**src/hw/rtl/orb_pkg.sv**
```systemverilog
`timescale 1ns / 1ps
// ----------------------------------------------------------------------------
// orb_pkg: shared types and constants of the overwriting ring buffer
// Sizes, item and result layouts, operation codes and wrap helpers.
// ----------------------------------------------------------------------------
package orb_pkg;

  localparam int DEPTH      = 32;
  localparam int VALUE_BITS = 32;

  localparam int IDX_W   = (DEPTH > 1) ? $clog2(DEPTH) : 1;
  localparam int CNT_W   = $clog2(DEPTH + 1);
  localparam int SUM_W   = IDX_W + 1;
  localparam int CFG_W   = 6;
  localparam int COUNT_W = 6;

  localparam int IN_TDATA_W  = ((VALUE_BITS + 7) / 8) * 8;
  localparam int OUT_RAW_W   = 2 * VALUE_BITS + 2 + COUNT_W;
  localparam int OUT_TDATA_W = ((OUT_RAW_W + 7) / 8) * 8;

  localparam int QUEUE_DEPTH = 2;
  localparam int QPTR_W      = $clog2(QUEUE_DEPTH);
  localparam int QCNT_W      = $clog2(QUEUE_DEPTH + 1);

  localparam logic OP_INSERT   = 1'b0;
  localparam logic OP_DUMP     = 1'b1;
  localparam logic KIND_INSERT = 1'b0;
  localparam logic KIND_DUMP   = 1'b1;

  typedef struct packed {
    logic                  is_dump;
    logic [VALUE_BITS-1:0] value;
  } cmd_t;

  typedef struct packed {
    logic                  kind;
    logic                  evicted_valid;
    logic [VALUE_BITS-1:0] evicted_value;
    logic [VALUE_BITS-1:0] element_value;
    logic                  element_valid;
    logic [COUNT_W-1:0]    entry_count;
    logic                  last;
  } result_t;

  // Zero reads as one, anything above the storage depth saturates.
  function automatic logic [CNT_W-1:0] eff_capacity(input logic [CFG_W-1:0] v);
    logic [CNT_W-1:0] c;
    if (v == '0) begin
      c = CNT_W'(1);
    end else if (int'(v) > DEPTH) begin
      c = CNT_W'(DEPTH);
    end else begin
      c = CNT_W'(v);
    end
    return c;
  endfunction

  // Advance a position by one, wrapping at the capacity.
  function automatic logic [IDX_W-1:0] wrap_inc(input logic [IDX_W-1:0] pos,
                                                 input logic [CNT_W-1:0] cap);
    logic [SUM_W-1:0] s;
    s = SUM_W'(pos) + SUM_W'(1);
    return (s == SUM_W'(cap)) ? '0 : s[IDX_W-1:0];
  endfunction

  localparam logic [CNT_W-1:0] CAP_RESET = eff_capacity(CFG_W'(32));

endpackage

```
**src/hw/rtl/overwriting_ring_buffer_unit.sv**
```systemverilog
`timescale 1ns / 1ps
// ----------------------------------------------------------------------------
// overwriting_ring_buffer_unit: overwriting circular history buffer
// Stores the most recent values up to a set capacity and dumps them on request.
// ----------------------------------------------------------------------------
// Requests enter on the in_ stream: tuser selects insert (0) or dump (1),
// tdata carries the value to insert. Results leave on the out_ stream, one
// per insert and one per stored entry on a dump (a single empty marker when
// nothing is stored), with tlast on the final result of each request.
// cfg_wr_en with cfg_wdata sets the capacity and empties the buffer; write it
// only while no request is in flight.
// Path: a request passes the intake register and the queue; the engine then
// registers its result, for an evicting insert and a dump after an RAM read.
// Throughput: appending inserts run at one per cycle while results are taken;
// an evicting insert reads before writing, as the single read port fetches the
// old entry first; a dump reads the RAM once per entry before the next request.
// Reset empties the buffer and restores a capacity of 32. The RAM needs no
// clearing pass, as only written entries are ever read. When the receiver
// stalls, the result is held in the output register and the intake keeps
// taking requests until the two-entry queue and the intake register fill up.
// ----------------------------------------------------------------------------
module overwriting_ring_buffer_unit (
  input  logic                              clk,
  input  logic                              rst_n,
  input  logic                              in_tvalid,
  output logic                              in_tready,
  input  logic [orb_pkg::IN_TDATA_W-1:0]    in_tdata,   // [31:0] new_value
  input  logic                              in_tuser,   // [0] operation
  output logic                              out_tvalid,
  input  logic                              out_tready,
  // [0] evicted_valid, [32:1] evicted_value, [64:33] element_value,
  // [65] element_valid, [71:66] entry_count
  output logic [orb_pkg::OUT_TDATA_W-1:0]   out_tdata,
  output logic                              out_tuser,  // [0] result_kind
  output logic                              out_tlast,
  input  logic                              cfg_wr_en,
  input  logic [orb_pkg::CFG_W-1:0]         cfg_wdata
);
  import orb_pkg::*;

  logic    push_valid;
  logic    push_ready;
  cmd_t    push_cmd;
  logic    pop_valid;
  logic    pop_ready;
  cmd_t    pop_cmd;
  result_t res;

  orb_front u_front (
    .clk        (clk),
    .rst_n      (rst_n),
    .in_valid   (in_tvalid),
    .in_ready   (in_tready),
    .in_op      (in_tuser),
    .in_value   (in_tdata[VALUE_BITS-1:0]),
    .push_valid (push_valid),
    .push_ready (push_ready),
    .push_cmd   (push_cmd)
  );

  orb_queue u_queue (
    .clk        (clk),
    .rst_n      (rst_n),
    .push_valid (push_valid),
    .push_ready (push_ready),
    .push_cmd   (push_cmd),
    .pop_valid  (pop_valid),
    .pop_ready  (pop_ready),
    .pop_cmd    (pop_cmd)
  );

  orb_back u_back (
    .clk       (clk),
    .rst_n     (rst_n),
    .cfg_wr_en (cfg_wr_en),
    .cfg_wdata (cfg_wdata),
    .pop_valid (pop_valid),
    .pop_ready (pop_ready),
    .pop_cmd   (pop_cmd),
    .out_valid (out_tvalid),
    .out_ready (out_tready),
    .out_res   (res)
  );

  assign out_tdata = OUT_TDATA_W'({res.entry_count, res.element_valid, res.element_value,
                                   res.evicted_value, res.evicted_valid});
  assign out_tuser = res.kind;
  assign out_tlast = res.last;

endmodule

```
**src/hw/rtl/orb_ram.sv**
```systemverilog
`timescale 1ns / 1ps
// ----------------------------------------------------------------------------
// orb_ram: generic single-write, single-read RAM
// One write port and one read port with registered read data.
// ----------------------------------------------------------------------------
module orb_ram #(
  parameter int WIDTH = 32,
  parameter int DEPTH = 32
) (
  input  logic                                    clk,
  input  logic                                    wr_en,
  input  logic [((DEPTH > 1) ? $clog2(DEPTH) : 1)-1:0] wr_addr,
  input  logic [WIDTH-1:0]                        wr_data,
  input  logic                                    rd_en,
  input  logic [((DEPTH > 1) ? $clog2(DEPTH) : 1)-1:0] rd_addr,
  output logic [WIDTH-1:0]                        rd_data
);

  logic [WIDTH-1:0] mem [DEPTH];
  logic [WIDTH-1:0] rd_data_r;

  always_ff @(posedge clk) begin
    if (wr_en) begin
      mem[wr_addr] <= wr_data;
    end
    if (rd_en) begin
      rd_data_r <= mem[rd_addr];
    end
  end

  assign rd_data = rd_data_r;

endmodule

```
**src/hw/rtl/orb_front.sv**
```systemverilog
`timescale 1ns / 1ps
// ----------------------------------------------------------------------------
// orb_front: request intake
// Registers each request, decodes the operation and hands it to the queue.
// ----------------------------------------------------------------------------
module orb_front (
  input  logic                            clk,
  input  logic                            rst_n,
  input  logic                            in_valid,
  output logic                            in_ready,
  input  logic                            in_op,
  input  logic [orb_pkg::VALUE_BITS-1:0]  in_value,
  output logic                            push_valid,
  input  logic                            push_ready,
  output orb_pkg::cmd_t                   push_cmd
);
  import orb_pkg::*;

  logic hold_valid_r;
  logic hold_valid_nxt;
  cmd_t hold_cmd_r;
  cmd_t hold_cmd_nxt;

  assign in_ready = !hold_valid_r || push_ready;

  always_comb begin
    hold_valid_nxt = hold_valid_r && !push_ready;
    hold_cmd_nxt   = hold_cmd_r;
    if (in_valid && in_ready) begin
      hold_valid_nxt       = 1'b1;
      hold_cmd_nxt.is_dump = (in_op == OP_DUMP);
      hold_cmd_nxt.value   = in_value;
    end
  end

  always_ff @(posedge clk) begin
    if (!rst_n) begin
      hold_valid_r <= 1'b0;
    end else begin
      hold_valid_r <= hold_valid_nxt;
    end
    hold_cmd_r <= hold_cmd_nxt;
  end

  assign push_valid = hold_valid_r;
  assign push_cmd   = hold_cmd_r;

endmodule

```
**src/hw/rtl/orb_queue.sv**
```systemverilog
`timescale 1ns / 1ps
// ----------------------------------------------------------------------------
// orb_queue: short command queue
// Small FIFO between intake and execution so either side can stall alone.
// ----------------------------------------------------------------------------
module orb_queue (
  input  logic          clk,
  input  logic          rst_n,
  input  logic          push_valid,
  output logic          push_ready,
  input  orb_pkg::cmd_t push_cmd,
  output logic          pop_valid,
  input  logic          pop_ready,
  output orb_pkg::cmd_t pop_cmd
);
  import orb_pkg::*;

  cmd_t              slot_r [QUEUE_DEPTH];
  logic [QPTR_W-1:0] wr_ptr_r;
  logic [QPTR_W-1:0] rd_ptr_r;
  logic [QCNT_W-1:0] count_r;
  logic              do_push;
  logic              do_pop;

  assign push_ready = (count_r != QCNT_W'(QUEUE_DEPTH));
  assign pop_valid  = (count_r != '0);
  assign pop_cmd    = slot_r[rd_ptr_r];
  assign do_push    = push_valid && push_ready;
  assign do_pop     = pop_valid && pop_ready;

  always_ff @(posedge clk) begin
    if (!rst_n) begin
      wr_ptr_r <= '0;
      rd_ptr_r <= '0;
      count_r  <= '0;
    end else begin
      if (do_push) begin
        wr_ptr_r <= QPTR_W'(wr_ptr_r + 1'b1);
      end
      if (do_pop) begin
        rd_ptr_r <= QPTR_W'(rd_ptr_r + 1'b1);
      end
      if (do_push && !do_pop) begin
        count_r <= QCNT_W'(count_r + 1'b1);
      end else if (do_pop && !do_push) begin
        count_r <= QCNT_W'(count_r - 1'b1);
      end
    end
    if (do_push) begin
      slot_r[wr_ptr_r] <= push_cmd;
    end
  end

endmodule

```
**src/hw/rtl/orb_back.sv**
```systemverilog
`timescale 1ns / 1ps
// ----------------------------------------------------------------------------
// orb_back: execution engine
// Keeps fill level and oldest position, runs inserts and dumps on the RAM.
// ----------------------------------------------------------------------------
module orb_back (
  input  logic                       clk,
  input  logic                       rst_n,
  input  logic                       cfg_wr_en,
  input  logic [orb_pkg::CFG_W-1:0]  cfg_wdata,
  input  logic                       pop_valid,
  output logic                       pop_ready,
  input  orb_pkg::cmd_t              pop_cmd,
  output logic                       out_valid,
  input  logic                       out_ready,
  output orb_pkg::result_t           out_res
);
  import orb_pkg::*;

  typedef enum logic [1:0] {ST_IDLE, ST_EVICT, ST_DUMP} state_t;

  state_t                state_r,  state_nxt;
  logic [CNT_W-1:0]      cap_r,    cap_nxt;
  logic [CNT_W-1:0]      fill_r,   fill_nxt;
  logic [IDX_W-1:0]      oldest_r, oldest_nxt;
  logic [IDX_W-1:0]      pos_r,    pos_nxt;
  logic [CNT_W-1:0]      left_r,   left_nxt;
  logic [VALUE_BITS-1:0] val_r,    val_nxt;
  logic                  out_valid_r, out_valid_nxt;
  result_t               res_r,    res_nxt;

  logic                  slot_free;
  logic [SUM_W-1:0]      app_sum;
  logic [SUM_W-1:0]      app_wrap;
  logic                  wr_en;
  logic [IDX_W-1:0]      wr_addr;
  logic [VALUE_BITS-1:0] wr_data;
  logic                  rd_en;
  logic [IDX_W-1:0]      rd_addr;
  logic [VALUE_BITS-1:0] rd_data;

  orb_ram #(
    .WIDTH (VALUE_BITS),
    .DEPTH (DEPTH)
  ) u_store (
    .clk     (clk),
    .wr_en   (wr_en),
    .wr_addr (wr_addr),
    .wr_data (wr_data),
    .rd_en   (rd_en),
    .rd_addr (rd_addr),
    .rd_data (rd_data)
  );

  assign slot_free = !out_valid_r || out_ready;
  // Oldest is below capacity and fill at most capacity, so one subtract wraps the sum.
  assign app_sum   = SUM_W'(oldest_r) + SUM_W'(fill_r);
  assign app_wrap  = (app_sum >= SUM_W'(cap_r)) ? app_sum - SUM_W'(cap_r) : app_sum;

  always_comb begin
    state_nxt     = state_r;
    cap_nxt       = cap_r;
    fill_nxt      = fill_r;
    oldest_nxt    = oldest_r;
    pos_nxt       = pos_r;
    left_nxt      = left_r;
    val_nxt       = val_r;
    out_valid_nxt = out_valid_r && !out_ready;
    res_nxt       = res_r;
    pop_ready     = 1'b0;
    wr_en         = 1'b0;
    wr_addr       = oldest_r;
    wr_data       = val_r;
    rd_en         = 1'b0;
    rd_addr       = oldest_r;

    unique case (state_r)
      ST_IDLE: begin
        if (pop_valid && slot_free) begin
          pop_ready = 1'b1;
          if (!pop_cmd.is_dump) begin
            if (fill_r < cap_r) begin
              wr_en         = 1'b1;
              wr_addr       = app_wrap[IDX_W-1:0];
              wr_data       = pop_cmd.value;
              fill_nxt      = CNT_W'(fill_r + 1'b1);
              out_valid_nxt = 1'b1;
              res_nxt       = '{kind: KIND_INSERT, evicted_valid: 1'b0,
                                evicted_value: '0, element_value: '0,
                                element_valid: 1'b0,
                                entry_count: COUNT_W'(fill_r + 1'b1), last: 1'b1};
            end else begin
              // Full: fetch the oldest entry before overwriting it.
              rd_en     = 1'b1;
              val_nxt   = pop_cmd.value;
              state_nxt = ST_EVICT;
            end
          end else if (fill_r == '0) begin
            out_valid_nxt = 1'b1;
            res_nxt       = '{kind: KIND_DUMP, evicted_valid: 1'b0,
                              evicted_value: '0, element_value: '0,
                              element_valid: 1'b0, entry_count: '0, last: 1'b1};
          end else begin
            rd_en     = 1'b1;
            pos_nxt   = wrap_inc(oldest_r, cap_r);
            left_nxt  = CNT_W'(fill_r - 1'b1);
            state_nxt = ST_DUMP;
          end
        end
      end

      ST_EVICT: begin
        if (slot_free) begin
          wr_en         = 1'b1;
          oldest_nxt    = wrap_inc(oldest_r, cap_r);
          out_valid_nxt = 1'b1;
          res_nxt       = '{kind: KIND_INSERT, evicted_valid: 1'b1,
                            evicted_value: rd_data, element_value: '0,
                            element_valid: 1'b0,
                            entry_count: COUNT_W'(fill_r), last: 1'b1};
          state_nxt     = ST_IDLE;
        end
      end

      ST_DUMP: begin
        // Emit the fetched entry and fetch the next one in the same cycle.
        if (slot_free) begin
          out_valid_nxt = 1'b1;
          res_nxt       = '{kind: KIND_DUMP, evicted_valid: 1'b0,
                            evicted_value: '0, element_value: rd_data,
                            element_valid: 1'b1,
                            entry_count: COUNT_W'(fill_r), last: (left_r == '0)};
          if (left_r != '0) begin
            rd_en    = 1'b1;
            rd_addr  = pos_r;
            pos_nxt  = wrap_inc(pos_r, cap_r);
            left_nxt = CNT_W'(left_r - 1'b1);
          end else begin
            state_nxt = ST_IDLE;
          end
        end
      end

      default: begin
        state_nxt = ST_IDLE;
      end
    endcase

    // A capacity change empties the buffer.
    if (cfg_wr_en) begin
      cap_nxt    = eff_capacity(cfg_wdata);
      fill_nxt   = '0;
      oldest_nxt = '0;
    end
  end

  always_ff @(posedge clk) begin
    if (!rst_n) begin
      state_r     <= ST_IDLE;
      cap_r       <= CAP_RESET;
      fill_r      <= '0;
      oldest_r    <= '0;
      pos_r       <= '0;
      left_r      <= '0;
      out_valid_r <= 1'b0;
    end else begin
      state_r     <= state_nxt;
      cap_r       <= cap_nxt;
      fill_r      <= fill_nxt;
      oldest_r    <= oldest_nxt;
      pos_r       <= pos_nxt;
      left_r      <= left_nxt;
      out_valid_r <= out_valid_nxt;
    end
    val_r <= val_nxt;
    res_r <= res_nxt;
  end

  assign out_valid = out_valid_r;
  assign out_res   = res_r;

  a_fill_in_range: assert property (@(posedge clk) disable iff (!rst_n)
    fill_r <= cap_r)
    else $error("fill level above capacity");

  a_oldest_in_range: assert property (@(posedge clk) disable iff (!rst_n)
    CNT_W'(oldest_r) < cap_r)
    else $error("oldest position outside capacity");

  a_evict_only_full: assert property (@(posedge clk) disable iff (!rst_n)
    (state_r == ST_EVICT) |-> (fill_r == cap_r))
    else $error("eviction while buffer not full");

  a_dump_not_empty: assert property (@(posedge clk) disable iff (!rst_n)
    (state_r == ST_DUMP) |-> (fill_r != '0) && (left_r < fill_r))
    else $error("dump walk on empty buffer or beyond fill level");

endmodule
```
**config.mk**
```make
export PLATFORM = sky130hd
export DESIGN_NAME = overwriting_ring_buffer_unit
export DESIGN_NICKNAME = d
export VERILOG_FILES = /design/src/hw/rtl/orb_pkg.sv /design/src/hw/rtl/overwriting_ring_buffer_unit.sv /design/src/hw/rtl/orb_ram.sv /design/src/hw/rtl/orb_front.sv /design/src/hw/rtl/orb_queue.sv /design/src/hw/rtl/orb_back.sv
export SDC_FILE = /design/constraint.sdc
export NUM_CORES = 2
export LEC_CHECK = 0
export BUFFER_PORTS_ARGS = -buffer_cell sky130_fd_sc_hd__buf_2
export CAP_MARGIN = 10
export CORE_UTILIZATION = 58
export CTS_BUF_LIST = sky130_fd_sc_hd__clkbuf_4
export DETAILED_ROUTE_END_ITERATION = 16
export GPL_TIMING_DRIVEN = 1
export PLACE_DENSITY = 0.79
export SLEW_MARGIN = 0
export SYNTH_ARGS = -nofsm -noshare
export SYNTH_HDL_FRONTEND = slang
export SYNTH_SLANG_ARGS = --single-unit
```
**constraint.sdc**
```tcl
create_clock -name clk -period 7.5 [get_ports clk]
set_input_delay 0.375 -clock clk [delete_from_list [all_inputs] [get_ports clk]]
set_output_delay 0.375 -clock clk [all_outputs]
set_load 0.01 [all_outputs]
```
# After elaboration in Yosys (flattened, before gate mapping)
# Memory sizes are Yosys's and may differ from the RTL's. A register that Yosys moved wholly into a read port is not among the register bits.
# Cells that the tools add are included.
[op_classes] n_mux=72 n_addsub=11 bitwise_logic=3 order_cmp=3 eq_ne=16 n_reduce_logical=33
[ops] op="$mux W74" n=6
[ops] op="$pmux W74 S3" n=1
[ops] op="$mux W32" n=4
[ops] op="$mux W5" n=15
[ops] op="$mux W6" n=7
[ops] op="$mux W1" n=24
[ops] op="$logic_not A6 Y1" n=3
[ops] op="$mux W2" n=9
[ops] op="$reduce_and A6 Y1" n=3
[ops] op="$add A5 B1 Y6 const B" n=2
[ops] op="$eq A6 B6 Y1" n=2
[ops] op="$pmux W6 S2" n=1
[ops] op="$sub A6 B1 Y6 const B" n=2
[ops] op="$ne A2 B1 Y1 const B" n=5
[ops] op="$pmux W5 S2" n=1
[ops] op="$logic_and A1 B1 Y1" n=8
[ops] op="$reduce_and A4 Y1" n=2
[ops] op="$add A5 B6 Y6" n=1
[ops] op="$add A6 B1 Y6 const B" n=1
[ops] op="$ge A6 B6 Y1" n=1
[ops] op="$gt A6 B6 Y1 const B" n=1
[ops] op="$logic_not A1 Y1" n=6
[ops] op="$lt A6 B6 Y1" n=1
[ops] op="$ne A2 B2 Y1 const B" n=3
[ops] op="other kinds (19)" n=29
[totals] reg_bits=175 ramBits=1090 memories=2 inputBits=44 output_inout_bits=76 elab_cells=161
[mem_list] memory="u_back.u_store.mem" words=32 width=32 rd=1 rd_ports_with_merged_regs=1 wr=1 line_no="orb_ram.sv:19" source="logic [WIDTH-1:0] mem [DEPTH];"
[mem_list] memory="u_queue.slot_r" words=2 width=33 rd=1 rd_ports_with_merged_regs=1 wr=1 line_no="orb_queue.sv:18" source="cmd_t slot_r [QUEUE_DEPTH];"

# Depth between registers and ports, before layout
[depth] ltp_word=9 depth_mapped=17 mapped_depth_nobuf=15

# Hierarchy
# A second synthesis with hierarchy kept.
[unflattened] hier_cells=3011 hier_area_um2=51345.5
[by_module_without_submodules] mod="orb_ram" seq_area_each_um2=31710.4 instances=1 area_per_inst_um2=40812.9 cells_per_inst=2260
[by_module_without_submodules] mod="orb_back" seq_area_each_um2=3803.6 instances=1 area_per_inst_um2=6867.8 cells_per_inst=586
[by_module_without_submodules] mod="orb_queue" seq_area_each_um2=2082.0 instances=1 area_per_inst_um2=2616.3 cells_per_inst=127
[by_module_without_submodules] mod="orb_front" seq_area_each_um2=1011.0 instances=1 area_per_inst_um2=1048.5 cells_per_inst=38

# Least setup slack after synthesis
# OpenSTA, ideal clock, no wires.
[synth_timing] path_kind="register to register" startpoint="register u_back.cap_r[3]" endpoint="register u_back.res_r (netlist bit u_back.out_res[0]), enable pin" setup_ps=616 synth_period_minus_slack_ps=7571 n_path_buf=0 path_slack_ps=-71 arrival_ps=6954 required_ps=6884 path_stages_with_launch=9 path_cell_list="dfxtp_1 -> inv_1 -> ha_1 -> a21o_1 -> a21oi_1 -> o21ai_1 -> a21oi_1 -> mux2i_1 -> a211oi_1"
[synth_between] elab_chain_len=3
[synth_rtl] element="start: declaration" line_no="orb_back.sv:23" source="logic [CNT_W-1:0] cap_r, cap_nxt;"
[synth_rtl] element="start signal: assignment" line_no="orb_back.sv:168" source="cap_r <= cap_nxt;"
[synth_rtl] element="$lt A6 B6 Y1" line_no="orb_back.sv:82" source="if (fill_r < cap_r) begin"
[synth_rtl] element="$ne A3 B1 Y1 (no line)"
[synth_rtl] element="$reduce_and A6 Y1 (no line)"
[synth_rtl] element="end signal: assignment" line_no="orb_back.sv:176" source="res_r <= res_nxt;"
[synth_rtl] element="end: declaration" line_no="orb_back.sv:30" source="result_t res_r, res_nxt;"
# Every way passes these cells.
# A chain may end at the register's enable or synchronous reset.

# Final worst setup path
[layout_timing] startpoint="register u_back.oldest_r[0]" endpoint="memory u_back.u_store.mem[12][21], enable pin"
[layout_between] elab_chain_len=7 word_cells_on_any_way=8 classes_between="2 x add/sub; 1 x order compare; 5 x mux"
[layout_rtl] element="start: declaration" line_no="orb_back.sv:25" source="logic [IDX_W-1:0] oldest_r, oldest_nxt;"
[layout_rtl] element="start signal: assignment" line_no="orb_back.sv:170" source="oldest_r <= oldest_nxt;"
[layout_rtl] element="$add A5 B6 Y6" line_no="orb_back.sv:57" source="assign app_sum = SUM_W'(oldest_r) + SUM_W'(fill_r);"
[layout_rtl] element="$sub A5 B5 Y5 or $ge A6 B6 Y1 (tied branches)" line_no="orb_back.sv:58" source="assign app_wrap = (app_sum >= SUM_W'(cap_r)) ? app_sum - SUM_W'(cap_r) : app_sum;"
[layout_rtl] element="$mux W5" line_no="orb_back.sv:58"
[layout_rtl] element="$mux W5" line_no="orb_back.sv:82"
[layout_rtl] element="$mux W5" line_no="orb_back.sv:81" source="if (!pop_cmd.is_dump) begin"
[layout_rtl] element="$mux W5" line_no="orb_back.sv:79" source="if (pop_valid && slot_free) begin"
[layout_rtl] element="$mux W5 (*)" line_no="orb_back.sv:77" source="unique case (state_r)"
[layout_rtl] element="end: declaration" line_no="orb_ram.sv:19"
# Every way passes the cells marked *; elsewhere a longest branch is shown, timed or not.

==> flow_metrics.tcl <==
set metrics [dict create \
    synth_cell_types 68 \
    synth_area_um2 51700 \
    post_cts_resize_count 0 \
    path_cells "ha_1, inv_1, fa_1, inv_1, a21o_1, a21oi_1, xnor2_1, ha_1, and3_1, a31oi_1, a31oi_2, o311ai_0, o211ai_1, nor4_2, buf_4" \
    rows 109 \
    ys.flop_type "edfxtp_1" \
    avgViaCountPerCell 6.36 \
    die_height_um 301 \
    ir_worst_vdd_uv 247 \
    start_kind "register" \
    setup_tns_ns 0 \
    drc 0 \
    power.density_nw_per_um2 288 \
    synth_top_area_cell "edfxtp_1" \
    worst-setup-path-type "reg -> reg" \
    syn_inst 3525 \
    fp.coreArea_um2 88400 \
    post_cts_buffers 0 \
    fillers 5927 \
    hpwl_um 69700 \
    gp_congestion 0.878 \
    cp_max_fo 32 \
    drv_cap 0 \
    hold_slack_ns 0.287 \
    critPathMaxStageDelay_ns 0.62 \
    first_pass_iters 6 \
    dieArea_um2 90400 \
    layout-drive-gt1-share_pct 19.0 \
    wl_um 129000 \
    path_clk_slew_ns 0.06 \
    die_w_um 301 \
    setup-violations-final 0 \
    mostFrequentLayoutCells "1,261 x edfxtp_1, 476 x nand2_1, 451 x clkbuf_4" \
    critPathCapture "u_back.u_store.mem[12][21]" \
    pin_count 120 \
    clkSinkCount 1298 \
    r2r_cells 15 \
    cp-end-kind "register" \
    drt_iter0_markers 4450 \
    routedWlPerCell_um 24.5 \
    cts-htree-levels 5 \
    fin_worst_skew_ns 0.118 \
    num_vias 33400 \
    cts_tree "built" \
    final_common_cell "edfxtp_1" \
    finalHoldViolCount 0 \
    drv_slew 0 \
    fin_crit_ns 5.15 \
    start_util_pct 58.5 \
    ant_nets 0 \
    postCtsHoldBufs 89 \
    critPathLaunch "u_back.oldest_r[0]" \
    min_path_type "in -> reg" \
    cts_inserted_buffers 331 \
    power.leakage_nw 20.1 \
    cts_buffer_depth 4 \
    rsz0062_at_grt "false" \
    port_buffers 119 \
    avgSynthCellArea_um2 14.7 \
    max_freq_ghz 0.194 \
    area_growth_pct 13.1 \
    final_nets 3970 \
    slowest_stage "dfxtp_1" \
    period_share_pct 68.7 \
    grt_pass1_vias 32700 \
    required_ns 8.22 \
    synth.yosys.seq_area_share_pct 74.6 \
    grt.total_usage_pct 28.3 \
    reg2reg_to "u_back.u_store.mem[12][21]" \
    grt_max_degree 230 \
    slew_headroom_pct 14.9 \
    grt_pass1_wl_um 192000 \
    arrival_ns 5.87 \
    cts-root-buf "clkbuf_4" \
    worst_slew_pin_slew_ns 1.27 \
    synth_top_area_share_pct 73.2 \
    synth_nets 3597 \
    synth-async-reset-ratio_pct 0 \
    synth_warnings 0 \
    rrSetupSlack_ns 2.35 \
    rr_startpoint "u_back.oldest_r[0]" \
    status "finished, final reports clean" \
    clkLatencyLatePin_ns 1.19 \
    ys_top_cells_by_area "edfxtp_1 73%, a211oi_1 3.8%, and3_1 3.5%, nand2_1 3.5%, mux2i_1 1.5%" \
    antenna_found_initial 10 \
    grt_overflow 0 \
    synth_seq_cells 1298 \
    synth_edf_count 1261 \
]
per-layer routing:
layer	part of all wire (%)	vias up	GRT usage (%)
li1	-	14600	-
met1	39	16400	38.6
met2	48	2053	44.2
met3	11	280	6.90
met4	2.7	2	11.4
met5	0.0054	-	0
cells by family after synthesis:
family / count (synthesis) / synth area share (%)
buffers and inverters: 284 / 2.25
DFF: 1298 / 74.6
adders and majority gates: 28 / 0.706
xor gates and xnor gates: 33 / 0.559
muxes: 116 / 2.36
AOI/OAI and AO/OA: 725 / 9.64
and+or+nand+nor: 1041 / 9.87
per-stage QoR:
step / std cells / total power [mW] / area (um2) / utilization (%) / worst slack (ns)
2_1_floorplan: 3525 / 10.4 / 51700 / - / 0.566
3_3_place_gp: 4635 / 11.3 / 53700 / 60.8 / 2.59
3_5_place_dp: 4635 / 11.4 / 53700 / 60.8 / 2.49
4_1_cts: 5238 / 16.8 / 58300 / 66.0 / 2.43
5_1_grt: 5250 / 17.4 / 58500 / 66.2 / 2.05
6_report: 5252 / 16.8 / 58500 / 66.2 / 2.35
flip-flops by register name, summed over array words and instances (netlist names), named ones only:
signal / cells
u_back.cap_r: 6
u_back.fill_r: 6
u_back.left_r: 6
u_back.oldest_r: 5
u_back.out_res: 74
u_back.out_valid: 1
u_back.pos_r: 5
u_back.state_r: 2
u_back.u_store.mem: 1024
u_back.u_store.rd_data: 32
u_back.val_r: 32
u_front.push_cmd: 33
u_front.push_valid: 1
u_queue.count_r: 2
u_queue.rd_ptr_r: 1
u_queue.slot_r: 66
u_queue.wr_ptr_r: 1
synth_stat cells (29+ instances only):
master,count
o22ai_1,34
edfxtp_1,1261
nor3_1,60
o21ai_0,75
a22oi_1,32
buf_2,53
a32oi_1,37
and3_1,292
o2111ai_1,32
dfxtp_1,37
mux2i_1,78
buf_1,29
mux2_2,37
clkbuf_1,171
a31oi_1,94
nand2_1,478
a21oi_1,57
and2_1,48
nand3_1,72
nor2_1,35
a211oi_1,260
o21ai_1,51
cell type report:
| class | instances | area (um2) | area share [%] |
|---|---|---|---|
| flip-flops and latches | 1298 | 38600 | 66.0 |
| multi-input cells | 1943 | 12300 | 21.0 |
| clock buffers | 451 | 3390 | 5.79 |
| repair buffers | 299 | 2380 | 4.06 |
| well taps | 1165 | 1460 | 2.49 |
| clock inverters | 63 | 300 | 0.513 |
| inverters | 25 | 93.8 | 0.160 |
| diodes | 8 | 20.0 | 0.0342 |
worst max-delay path, delay by kind of cell, from the launching register on:
kind	cells	cell delay, ns
flip-flops	1	0.62
buffers and inverters	3	0.67
AO/OA/AOI/OAI	6	1.71
XOR/XNOR	1	0.22
AND/OR/NAND/NOR	2	0.50
adder cells (fa/ha/maj)	3	0.98
where the power goes:
| group | internal (mW) | switching [mW] | leakage, nW |
|---|---|---|---|
| registers | 8.98 | 0.118 | 11.8 |
| clock network | 2.81 | 2.65 | 2.22 |
| logic | 0.608 | 1.67 | 6.12 |
| total | 12.4 | 4.45 | 20.1 |
worst min-delay path by stage:
stage / start / end / slack, ns / cells past startpoint
finish: rst_n / u_queue.wr_ptr_r / 0.29 / 3
global route: rst_n / u_queue.wr_ptr_r / 0.29 / 3
CTS: rst_n / u_queue.wr_ptr_r / 0.21 / 3
detailed placement: u_front.push_cmd[12] / u_queue.slot_r[1][12] / 0.43 / 0
global placement: u_front.push_cmd[11] / u_queue.slot_r[0][11] / 0.42 / 0
floorplan: u_front.push_cmd[0] / u_queue.slot_r[0][0] / 0.42 / 0
(Power assumes the default switching activity.)
